### src/rtl/core/pphit_div.sv
// Radix-2 restoring divider for unsigned values, floor-corrected by the caller.
module pphit_div #(
    parameter int NUM_BITS = 66,
    parameter int DEN_BITS = 34
) (
    input  logic                aclk,
    input  logic                aresetn,
    input  logic                start,
    input  logic [NUM_BITS-1:0] num,
    input  logic [DEN_BITS-1:0] den,
    output logic                busy,
    output logic [NUM_BITS-1:0] quo,
    output logic                rem_nz
);
    localparam int CNT_BITS = $clog2(NUM_BITS + 1);

    logic [NUM_BITS-1:0] quo_reg, quo_next;
    logic [DEN_BITS:0]   rem_reg, rem_next;
    logic [DEN_BITS-1:0] den_reg;
    logic [CNT_BITS-1:0] cnt_reg, cnt_next;
    logic [DEN_BITS:0]   trial;
    logic [DEN_BITS:0]   diff;

    // One quotient bit per cycle.
    always_comb begin
        trial    = {rem_reg[DEN_BITS-1:0], quo_reg[NUM_BITS-1]};
        diff     = trial - {1'b0, den_reg};
        quo_next = quo_reg;
        rem_next = rem_reg;
        cnt_next = cnt_reg;
        if (start) begin
            quo_next = num;
            rem_next = '0;
            cnt_next = CNT_BITS'(NUM_BITS);
        end else if (cnt_reg != '0) begin
            if (!diff[DEN_BITS]) begin
                rem_next = diff;
                quo_next = {quo_reg[NUM_BITS-2:0], 1'b1};
            end else begin
                rem_next = trial;
                quo_next = {quo_reg[NUM_BITS-2:0], 1'b0};
            end
            cnt_next = cnt_reg - 1'b1;
        end
    end

    always_ff @(posedge aclk) begin
        if (!aresetn) begin
            cnt_reg <= '0;
        end else begin
            cnt_reg <= cnt_next;
        end
        quo_reg <= quo_next;
        rem_reg <= rem_next;
        if (start) begin
            den_reg <= den;
        end
    end

    assign busy   = (cnt_reg != '0);
    assign quo    = quo_reg;
    assign rem_nz = (rem_reg != '0);
endmodule

### config.mk
export PLATFORM = sky130hd
export DESIGN_NAME = pphit_div
export DESIGN_NICKNAME = d
export VERILOG_FILES = /design/src/rtl/core/pphit_div.sv
export SDC_FILE = /design/constraint.sdc
export NUM_CORES = 1
export LEC_CHECK = 0
export BUFFER_PORTS_ARGS = -buffer_cell sky130_fd_sc_hd__buf_4
export CORE_MARGIN = 2
export CORE_UTILIZATION = 52
export CTS_BUF_LIST = sky130_fd_sc_hd__clkbuf_4
export DETAILED_ROUTE_END_ITERATION = 16
export MAX_ROUTING_LAYER = met4
export PLACE_DENSITY = 0.84
export SYNTH_ARGS = -nofsm -noshare
export SYNTH_HDL_FRONTEND = slang
export SYNTH_SLANG_ARGS = --single-unit
### constraint.sdc
create_clock -name aclk -period 6.1 [get_ports aclk]
set_input_delay 0.305 -clock aclk [delete_from_list [all_inputs] [get_ports aclk]]
set_output_delay 0.305 -clock aclk [all_outputs]
set_load 0.03 [all_outputs]
==> results of run 1 <==
per-stage QoR:
step,hold WS [ns],std cells,power [mW],util [%]
2_1_floorplan,0.404,668,3.02,-
3_3_place_gp,0.440,998,3.47,62.7
3_5_place_dp,0.450,998,3.50,62.7
4_1_cts,0.000996,1076,4.21,68.0
5_1_grt,0.00287,1079,4.49,68.1
6_report,0.0494,1079,4.19,68.1
power groups by stage:
stage / clock (mW) / combinational, mW / sequential [mW]
global placement: 0 / 1.98 / 1.49
finish: 0.672 / 2.05 / 1.47
floorplan: 0 / 1.39 / 1.63
CTS: 0.693 / 2.05 / 1.47
global route: 0.726 / 2.26 / 1.50
detailed placement: 0 / 2.01 / 1.49
cell families (layout without fill, tap and decap cells):
logic type,after synthesis,after routing
other,0,2
flip-flops,142,142
AND/OR/NAND/NOR,148,148
XOR/XNOR,30,30
AO/OA/AOI/OAI,142,142
buffers and inverters,75,300
multiplexers,94,94
adder cells (fa/ha/maj),37,37
placed cells by master (no fill, tap or decap), types with 4 or more instances in the layout:
| cell | instances |
|---|---|
| nor2b_1 | 5 |
| ha_1 | 35 |
| o21a_1 | 6 |
| mux2i_1 | 27 |
| dlygate4sd3_1 | 47 |
| a21o_1 | 11 |
| a211oi_1 | 25 |
| inv_6 | 6 |
| o21ai_2 | 4 |
| a21oi_1 | 38 |
| o21ai_0 | 13 |
| mux2_2 | 66 |
| clkbuf_4 | 18 |
| xnor2_1 | 22 |
| buf_4 | 175 |
| nand2_1 | 29 |
| nor2_1 | 53 |
| a21oi_2 | 4 |
| inv_1 | 45 |
| edfxtp_1 | 100 |
| nor4_1 | 10 |
| a311oi_1 | 5 |
| nor3_1 | 11 |
| and3_1 | 4 |
| xor2_1 | 8 |
| nand4_1 | 8 |
| dfxtp_1 | 42 |
| nand3_1 | 8 |
worst paths after layout:
kind,from,endpoint,cells after the start
worst min register to register,rem_reg[34]$_SDFFE_PP0P_,rem_reg[34]$_SDFFE_PP0P_,2
worst min-delay path,num[10],quo[10]$_DFFE_PP_,2
worst max register to register,quo[65]$_DFFE_PP_,rem_reg[30]$_SDFFE_PP0P_,17
worst max-delay path,quo[65]$_DFFE_PP_,rem_reg[30]$_SDFFE_PP0P_,17
synth_stat cells, types with 13 or more instances:
cell | number | share of area, %
nor2_1 | 53 | 2.6
clkbuf_1 | 15 | 0.73
ha_1 | 36 | 5.9
mux2i_1 | 27 | 3.5
a211oi_1 | 25 | 2.4
mux2_2 | 66 | 9.7
edfxtp_1 | 100 | 39
dfxtp_1 | 42 | 11
xnor2_1 | 22 | 2.5
o21ai_0 | 13 | 0.85
a21oi_1 | 38 | 2.5
inv_1 | 46 | 2.2
nand2_1 | 30 | 1.5
timing repair:
item | CTS | global route
hold buffers | 46 | 1
setup endpoints to repair | 0 | 0
hold endpoints to repair | 47 | 1
critical path, stage by stage, from the launching register on:
cell	delay [ns]
edfxtp_1	0.40
inv_1	0.05
ha_1	0.21
fa_1	0.41
nor2b_1	0.17
o211ai_1	0.12
a21oi_1	0.19
o21ai_1	0.12
a21oi_1	0.24
nor4_1	0.10
o31ai_1	0.36
nand3_1	0.12
nand2_1	0.07
ha_2	0.95
nor2_1	0.07
a311oi_1	0.23
a21oi_1	0.06
a311oi_1	0.25
final cells by class:
type	count	area [um^2]
fill	1117	4610
sequential	142	3840
multi-input combinational	451	3520
timing repair buffer	222	1780
tap	184	230
clock inverter	14	180
inverter	46	173
clock buffer	18	135
antenna	2	5.00
per-layer routing:
layer	vias up	track usage, %	wire [um]
li1	2916	-	-
met1	2810	28.2	7500
met2	182	41.2	9280
met3	23	7.74	1300
met4	0	6.67	382
met5	-	-	0
==> metrics.txt, run 1 <==
CTS tree=built; DP Worst Slack=1.89 ns; DRT Pass-1 Iters=4; largest family of logic cells by synthesized area=multiplexers; Clock transition at path regs=0.15 ns; crit end category=register; Post-CTS Setup Inserts=0; Pwr Density=425 mW/mm^2; Worst-Margin Slew=1.19 ns; required time of the critical path=6.55 ns; static leakage=4.19 nW; Starting Density=53.1%; row count=44; Max Clock Skew=0.0314 ns; Detail Placement HPWL=12700 um; maximum vdd drop=0.277 mV; Post-synth top flop=edfxtp_1; Synth Area in Simple Gates=9.41%; antenna-violating nets left=0; total CTS buffers=17; Synth-to-Final Area Change=28.4%; Die H=126 um; Post-CTS Resized=0; total die area=0.0158 mm^2; global-route wire length before repair=29800 um; Max Freq=236 MHz; vias=5931; Hold Crit Class=in -> reg; sequential share of the synthesized area=50.0%; xor and xnor area share after synthesis=3.42%; wire per inst=17.1 um; max_cap viols=0; kind of critical path=reg -> reg; final setup vio count=0; max-slew violations=0; H-tree Lvls=4; Compound-Gate Fraction of Synth Area=13.3%; Initial DRC Count=375; Yosys cell types=66; initial antenna violation count=2; final worst path period need=4.23 ns; final wirelength=18500 um; Sw Ratio=40.6%; core area=0.0145 mm^2; placed cell areas=0.00908 mm^2; worst reg-to-reg setup slack=1.87 ns; NumNets Final=1020; cell area after synthesis=0.00768 mm^2; vias in the first global route=6015; switching power=1.70 mW; Mapped Cells=668; die width=126 um; Setup WS post-layout=1.87 ns; grt total ovfl=0; syn_nets=808; Final Hold Fails=0; Sequential Power Share=35.2%; period utilization=69.3%; GP Congestion=0.933; max reg flops=66; Residual DRC=0; setup TNS=0 ns; clock share of power=16.0%; # IOs=171; mux contribution to synthesized area=13.3%; Sink Count=142; final instance area=0.00987 mm^2; Syn Area/Cell=11.5 um^2; unrepaired setup endpoints after global routing=false; Combinational Power Share=48.8%; crit path max fanout=49; Int Pwr=2.49 mW; clk root buf=clkbuf_4; largest net degree at the start of global routing=67; CTS Buffer Depth=2; YS warnings=0; Post-synth EDFFs=100; Post-Synth Adder-Cell Area=6.12%; synthesized flop and latch total=142; Buffers on Ports=170; vias per cell=5.50; CP arrival=4.68 ns; status=finished clean; Setup crit start kind=register; share of cells above drive strength 1=33.6%; worst skew pair latency=0.55 ns; GRT Resource Usage Total=24.4%; share of flip-flops with an asynchronous set or reset=0%; slew margin rel.=20.9%
(Power assumes the default switching activity.)
==> inputs of run 2 (changes only) <==
--- a/config.mk
+++ b/config.mk
@@ -5,13 +5,14 @@
 export SDC_FILE = /design/constraint.sdc
 export NUM_CORES = 1
 export LEC_CHECK = 0
+export ABC_AREA = 1
 export BUFFER_PORTS_ARGS = -buffer_cell sky130_fd_sc_hd__buf_4
 export CORE_MARGIN = 2
 export CORE_UTILIZATION = 52
 export CTS_BUF_LIST = sky130_fd_sc_hd__clkbuf_4
 export DETAILED_ROUTE_END_ITERATION = 16
 export MAX_ROUTING_LAYER = met4
-export PLACE_DENSITY = 0.84
+export PLACE_DENSITY = 0.87
 export SYNTH_ARGS = -nofsm -noshare
 export SYNTH_HDL_FRONTEND = slang
 export SYNTH_SLANG_ARGS = --single-unit
==> constraint.sdc (replaced) <==
create_clock -name aclk -period 3.4 [get_ports aclk]
set_input_delay 0.17 -clock aclk [delete_from_list [all_inputs] [get_ports aclk]]
set_output_delay 0.17 -clock aclk [all_outputs]
set_load 0.03 [all_outputs]
==> metrics.txt, run 2 <==
status=finished clean (unchanged); Mapped Cells=1036 (was 668); Post-synth top cells=358 x nand2_1, 124 x inv_1, 100 x edfxtp_1, 93 x a21oi_1, 73 x nor2_1 (was 100 x edfxtp_1, 66 x mux2_2, 53 x nor2_1, 46 x inv_1, 42 x dfxtp_1); Crit path top cell by count=buf_4 (was a21oi_1); row count=45 (was 44); kind of critical path=reg -> out (was reg -> reg); CTS Buffer Depth=2 (unchanged); required time of the critical path=3.23 ns (was 6.55 ns); Worst-Margin Slew=0.992 ns (was 1.19 ns); commonest non-fill, non-tap cells in the layout=357 x nand2_1, 174 x buf_4, 123 x inv_1 (was 175 x buf_4, 100 x edfxtp_1, 66 x mux2_2); Hold Startpoint=start (was num[10]); vias per cell=5.55 (was 5.50); synthesized flop and latch total=142 (unchanged); leading cell type in the layout, fill and taps excluded=nand2_1 (was buf_4); hold_ws=0.161 ns (was 0.0494 ns); Yosys cell types=35 (was 66); global-route wire length before repair=41200 um (was 29800 um); Residual DRC=0 (unchanged); DRT Pass-1 Iters=8 (was 4); Syn Area/Cell=7.78 um^2 (was 11.5 um^2); Sink Count=142 (unchanged); maximum vdd drop=0.426 mV (was 0.277 mV); Synth top area share=37.3% (was 39.1%); wire per inst=17.3 um (was 17.1 um); Post-synth top flop=edfxtp_1 (unchanged); crit end category=primary output (was register); share of cells above drive strength 1=17.4% (was 33.6%); GRT Resource Usage Total=33.1% (was 24.4%); max-slew violations=0 (unchanged); wl on met1=10200 um (was 7500 um); Hold Path End=den_reg[13]$_DFFE_PP_ (was quo[10]$_DFFE_PP_); Pwr Density=741 mW/mm^2 (was 425 mW/mm^2); max incr delay on CP=0.41 ns (was 0.95 ns); Setup WS post-layout=0.366 ns (was 1.87 ns); Buffers on Ports=170 (unchanged); Hold Crit Class=in -> reg (unchanged); Post-synth EDFFs=100 (unchanged); final wirelength=25900 um (was 18500 um); antenna-violating nets left=0 (unchanged); initial antenna violation count=0 (was 2); final worst path period need=3.03 ns; Setup crit start kind=register (unchanged); Post-CTS Setup Inserts=0 (unchanged); CP max-delay cell=buf_4 (was ha_2); Critical path origin=cnt_reg[0]$_SDFFE_PP0P_ (was quo[65]$_DFFE_PP_); vias in the first global route=8173 (was 6015); grt total ovfl=0 (unchanged); slew margin rel.=33.9% (was 20.9%); post-placement cell count=1368 (was 998); Initial DRC Count=965 (was 375); Crit path max-delay family=buffers and inverters (was adder cells); setup TNS=0 ns (unchanged); total CTS buffers=17 (unchanged); Max Clock Skew=0.0321 ns (was 0.0314 ns); CP Buf/Inv Count=4 (was 1); YS warnings=0 (unchanged); Starting Density=53.2% (was 53.1%); sequential share of the synthesized area=47.7% (was 50.0%); CP cell instances=inv_1 > ha_1 > nor3b_2 > nand2_1 > nor2_4 > buf_4 > inv_2 > buf_4 (was inv_1 > ha_1 > fa_1 > nor2b_1 > o211ai_1 > a21oi_1 > o21ai_1 > a21oi_1 > nor4_1 > o31ai_1 > nand3_1 > nand2_1 > ha_2 > nor2_1 > a311oi_1 > a21oi_1 > a311oi_1); syn_nets=1176 (was 808); share of flip-flops with an asynchronous set or reset=0% (unchanged); unrepaired setup endpoints after global routing=false (unchanged); Hold Path Stages=2 (unchanged); Detail Placement HPWL=15700 um (was 12700 um); Routed met2 length=12000 um (was 9280 um); core area=0.0151 mm^2 (was 0.0145 mm^2); metal3 WL=2450 um (was 1300 um); worst reg-to-reg setup slack=0.39 ns (was 1.87 ns); Max Freq=330 MHz; final std cells w/o fill=1502 (was 1079); # IOs=171 (unchanged); Final Hold Fails=0 (unchanged); GP Congestion=0.997 (was 0.933); largest net degree at the start of global routing=110 (was 67); worst skew pair latency=0.60 ns (was 0.55 ns); clk root buf=clkbuf_4 (unchanged); reg2reg path depth=20 (was 17); max reg flops=66 (unchanged); NumNets Final=1440 (was 1020); crit path max fanout=38 (was 49); DP Worst Slack=0.380 ns (was 1.89 ns); CTS tree=built (unchanged); synth top area cells=edfxtp_1 37%, nand2_1 17%, dfxtp_1 10% (was edfxtp_1 39%, dfxtp_1 11%, mux2_2 9.7%); vias=8338 (was 5931); Clock transition at path regs=0.13 ns (was 0.15 ns); most frequent cell after synthesis=nand2_1 (was edfxtp_1); CP arrival=2.86 ns (was 4.68 ns); period utilization=89.2%; top layer in use=met4 (unchanged); static leakage=5.28 nW (was 4.19 nW); total die area=0.0165 mm^2 (was 0.0158 mm^2); largest area contributor in the netlist=edfxtp_1 (unchanged); H-tree Lvls=4 (unchanged); Synth-to-Final Area Change=33.5% (was 28.4%); max_cap viols=0 (unchanged); reg-to-reg startpoint=quo[65]$_DFFE_PP_ (unchanged); die width=128 um (was 126 um); cell area after synthesis=0.00806 mm^2 (was 0.00768 mm^2); Die H=128 um (was 126 um); RR Endpoint=rem_reg[0]$_SDFFE_PP0P_ (was rem_reg[30]$_SDFFE_PP0P_); final setup vio count=0 (unchanged)
run 2: changes by cell type in the layout (fill, tap and decap cells not counted), sizes merged, moves of 6 or more:
cell | before | now
inv | 52 | 131
nand2 | 30 | 369
a21o | 13 | 0
a311oi | 6 | 0
xnor2 | 22 | 8
o21ai | 20 | 66
a211oi | 26 | 3
nor2 | 53 | 75
nand3 | 8 | 41
dlygate4sd3 | 47 | 101
mux2 | 67 | 0
a21oi | 42 | 94
mux2i | 27 | 0
run 2: per-stage QoR:
stage	utilization, %	total power [mW]	area [um^2]
3_3_place_gp	62.6	6.59	9480
2_1_floorplan	-	5.51	8060
6_report	71.0	7.97	10800
4_1_cts	71.0	7.81	10800
3_5_place_dp	62.6	6.68	9480
5_1_grt	71.0	8.52	10800
run 2: timing repair:
action / in CTS / in global routing
hold buffers: 101 / 0
hold endpoints to repair: 103 / 0
resized for setup: 0 / 0
run 2: logic make-up (layout without fill, tap and decap cells):
family,count (synthesis),count (layout),synth area share [%]
simple gates,512,512,25.9
compound gates,169,169,10.8
buf+inv,158,435,7.83
flops,142,142,47.7
fa+ha+maj,37,37,5.84
xor+xnor,18,18,1.96
other cells,0,1,0
run 2: cell type report:
type / count / area [um^2]
Antenna cell: 1 / 2.50
Clock buffer: 18 / 135
Clock inverter: 14 / 128
Fill cell: 1060 / 4390
Inverter: 126 / 473
Multi-Input combinational cell: 736 / 3580
Sequential cell: 142 / 3840
Tap cell: 188 / 235
Timing Repair Buffer: 277 / 2360
run 2: power by group:
| part | internal [mW] | switching, mW |
|---|---|---|
| Sequential | 2.32 | 0.395 |
| Combinational | 1.51 | 2.69 |
| Clock | 0.323 | 0.734 |
run 2: metal layers:
metal	up-vias	GRT usage (%)
met4	0	14.5
li1	3917	-
met1	3796	40.4
met5	-	-
met3	94	7.73
met2	531	52.6
run 2: worst max-delay path by stage:
stage,endpoint,cells after the start
after floorplan,rem_reg[8]$_SDFFE_PP0P_,21
after global placement,rem_reg[0]$_SDFFE_PP0P_,20
after detailed placement,rem_reg[0]$_SDFFE_PP0P_,20
after CTS,rem_reg[0]$_SDFFE_PP0P_,20
after global routing,rem_reg[7]$_SDFFE_PP0P_,20
final,busy,8
run 2: worst reg2reg max path: cells and delay by family, from the launching register on:
| kind | cells | cell delay, ns |
|---|---|---|
| DFF | 1 | 0.39 |
| AOI/OAI and AO/OA | 2 | 0.28 |
| buffers and inverters | 4 | 0.44 |
| and+or+nand+nor | 11 | 0.92 |
| adders and majority gates | 3 | 0.90 |
==> inputs of run 3 (changes only) <==
--- a/config.mk
+++ b/config.mk
@@ -6,7 +6,9 @@
 export NUM_CORES = 1
 export LEC_CHECK = 0
 export ABC_AREA = 1
+export ABC_CLOCK_PERIOD_IN_PS = 3400
 export BUFFER_PORTS_ARGS = -buffer_cell sky130_fd_sc_hd__buf_4
+export CORE_ASPECT_RATIO = 1.5
 export CORE_MARGIN = 2
 export CORE_UTILIZATION = 52
 export CTS_BUF_LIST = sky130_fd_sc_hd__clkbuf_4
==> metrics.txt, run 3 (same netlist as run 2, synthesis figures left out) <==
status=finished clean (unchanged); Post-CTS Setup Inserts=0 (unchanged); required time of the critical path=3.87 ns (was 3.23 ns); vias per cell=5.41 (was 5.55); total CTS buffers=17 (unchanged); NumNets Final=1443 (was 1440); met3 Track Usage GR=5.50% (was 7.73%); static leakage=5.33 nW (was 5.28 nW); kind of critical path=reg -> reg (was reg -> out); Detail Placement HPWL=17500 um (was 15700 um); Pwr Density=760 mW/mm^2 (was 741 mW/mm^2); commonest non-fill, non-tap cells in the layout=357 x nand2_1, 178 x buf_4, 123 x inv_1 (was 357 x nand2_1, 174 x buf_4, 123 x inv_1); vias in the first global route=8356 (was 8173); vias=8198 (was 8338); GRT busiest layer=met2 (unchanged); grt total ovfl=0 (unchanged); CTS Buffer Depth=2 (unchanged); max reg flops=66 (unchanged); wire per inst=17.5 um (was 17.3 um); global-route wire length before repair=41600 um (was 41200 um); total die area=0.0165 mm^2 (about the same); GRT Resource Usage Total=33.6% (was 33.1%); slew margin rel.=44.3% (was 33.9%); met1 usage=35.8% (was 40.4%); final setup vio count=0 (unchanged); CP arrival=3.54 ns (was 2.86 ns); period utilization=90.4% (was 89.2%); post-placement cell count=1382 (was 1368); Die H=156 um (was 128 um); H-tree Lvls=4 (unchanged); Starting Density=53.2% (about the same); largest net degree at the start of global routing=79 (was 110); worst skew pair latency=0.58 ns (was 0.60 ns); Max Clock Skew=0.0297 ns (was 0.0321 ns); Sink Count=142 (unchanged); clk root buf=clkbuf_4 (unchanged); antenna-violating nets left=0 (unchanged); unrepaired setup endpoints after global routing=false (unchanged); GP Congestion=0.957 (was 0.997); fin util=71.7% (was 71.0%); Initial DRC Count=515 (was 965); initial antenna violation count=1 (was 0); crit end category=register (was primary output); setup TNS=0 ns (unchanged); final worst path period need=3.07 ns (was 3.03 ns); GR Util met2=59.2% (was 52.6%); row count=55 (was 45); Buffers on Ports=170 (unchanged); DRT Pass-1 Iters=7 (was 8); Fill cells=1123 (was 1060); Synth-to-Final Area Change=34.7% (was 33.5%); CTS tree=built (unchanged); final std cells w/o fill=1516 (was 1502); share of cells above drive strength 1=17.6% (was 17.4%); final wirelength=26500 um (was 25900 um); maximum vdd drop=0.426 mV (about the same); Clock transition at path regs=0.13 ns (about the same); Max Freq=325 MHz (was 330 MHz); Final Hold Fails=0 (unchanged); Worst-Margin Slew=0.836 ns (was 0.992 ns); Residual DRC=0 (unchanged); # IOs=171 (unchanged); max_cap viols=0 (unchanged); Setup crit start kind=register (unchanged); die width=106 um (was 128 um); core area=0.0151 mm^2 (about the same); max-slew violations=0 (unchanged); Hold Crit Class=in -> reg (unchanged); crit path max fanout=11 (was 38); leading cell type in the layout, fill and taps excluded=nand2_1 (unchanged)
run 3: cell count changes in the layout (fill, tap and decap cells not counted):
cell        delta
clkinvlp_4     -3
inv_8          -3
buf_6          +1
clkinv_4       -1
buf_12         -2
clkinv_2       +1
inv_6          +2
bufinv_16      +4
buf_4          +4
run 3: per-layer routing:
| layer | vias to the layer above | routed length, um |
|---|---|---|
| met5 | - | 0 |
| met4 | 0 | 1340 |
| met3 | 103 | 1800 |
| met2 | 405 | 13600 |
| met1 | 3766 | 9790 |
| li1 | 3924 | - |
run 3: path summary, 6_finish.rpt:
check / from / endpoint / slack [ns] / cells past startpoint
hold reg to reg: cnt_reg[3]$_SDFFE_PP0P_ / cnt_reg[3]$_SDFFE_PP0P_ / 0.49 / 2
setup reg to reg: quo[65]$_DFFE_PP_ / rem_reg[3]$_SDFFE_PP0P_ / 0.33 / 21
hold / removal: start / den_reg[4]$_DFFE_PP_ / 0.07 / 1
setup / recovery: quo[65]$_DFFE_PP_ / rem_reg[3]$_SDFFE_PP0P_ / 0.33 / 21
run 3: through the flow:
stage / power, mW / hold WS (ns) / setup WS (ns) / area, um^2
final: 8.24 / 0.0669 / 0.325 / 10900
after global routing: 8.79 / 0.0527 / 0.0179 / 10900
after CTS: 8.14 / 0.0237 / 0.361 / 10800
after detailed placement: 6.73 / 0.349 / 0.393 / 9490
after global placement: 6.66 / 0.348 / 0.518 / 9490
after floorplan: 5.51 / 0.269 / 0.268 / 8060
run 3: worst max-delay path: stages (launching register included):
cell      delay [ns]
edfxtp_1        0.40
inv_1           0.05
ha_1            0.21
fa_1            0.40
inv_1           0.07
nand3_1         0.08
nand2_2         0.12
nand2_1         0.06
nand2_1         0.12
nand2_1         0.08
nand2_2         0.10
nand2_1         0.07
nand2_1         0.08
nand3_1         0.06
nand2_1         0.06
ha_1            0.14
clkinv_1        0.22
buf_4           0.26
nand2_1         0.06
o21ai_0         0.09
o21ai_0         0.19
inv_1           0.05
run 3: final cells by class:
| cell class | count | area, um^2 | share of cell area (%) |
|---|---|---|---|
| Clock inverter | 14 | 205 | 1.89 |
| Multi-Input combinational cell | 736 | 3580 | 33.0 |
| Clock buffer | 18 | 135 | 1.25 |
| Inverter | 126 | 473 | 4.36 |
| Timing Repair Buffer | 280 | 2360 | 21.7 |
| Antenna cell | 1 | 2.50 | 0.0231 |
| Sequential cell | 142 | 3840 | 35.4 |
| Tap cell | 199 | 249 | 2.29 |
run 3: repair_timing:
item | 4_1_cts | 5_1_grt
hold buffers | 101 | 0
resized for setup | 0 | 1
endpoints found under the setup margin | 0 | 3
hold endpoints to repair | 106 | 0
run 3: report_power, final:
part           leakage [nW]  internal (mW)  total (mW)  switching [mW]
logic                  3.76           1.49        4.22            2.73
registers              1.39           2.32        2.72           0.400
clock network         0.180          0.608        1.30           0.694
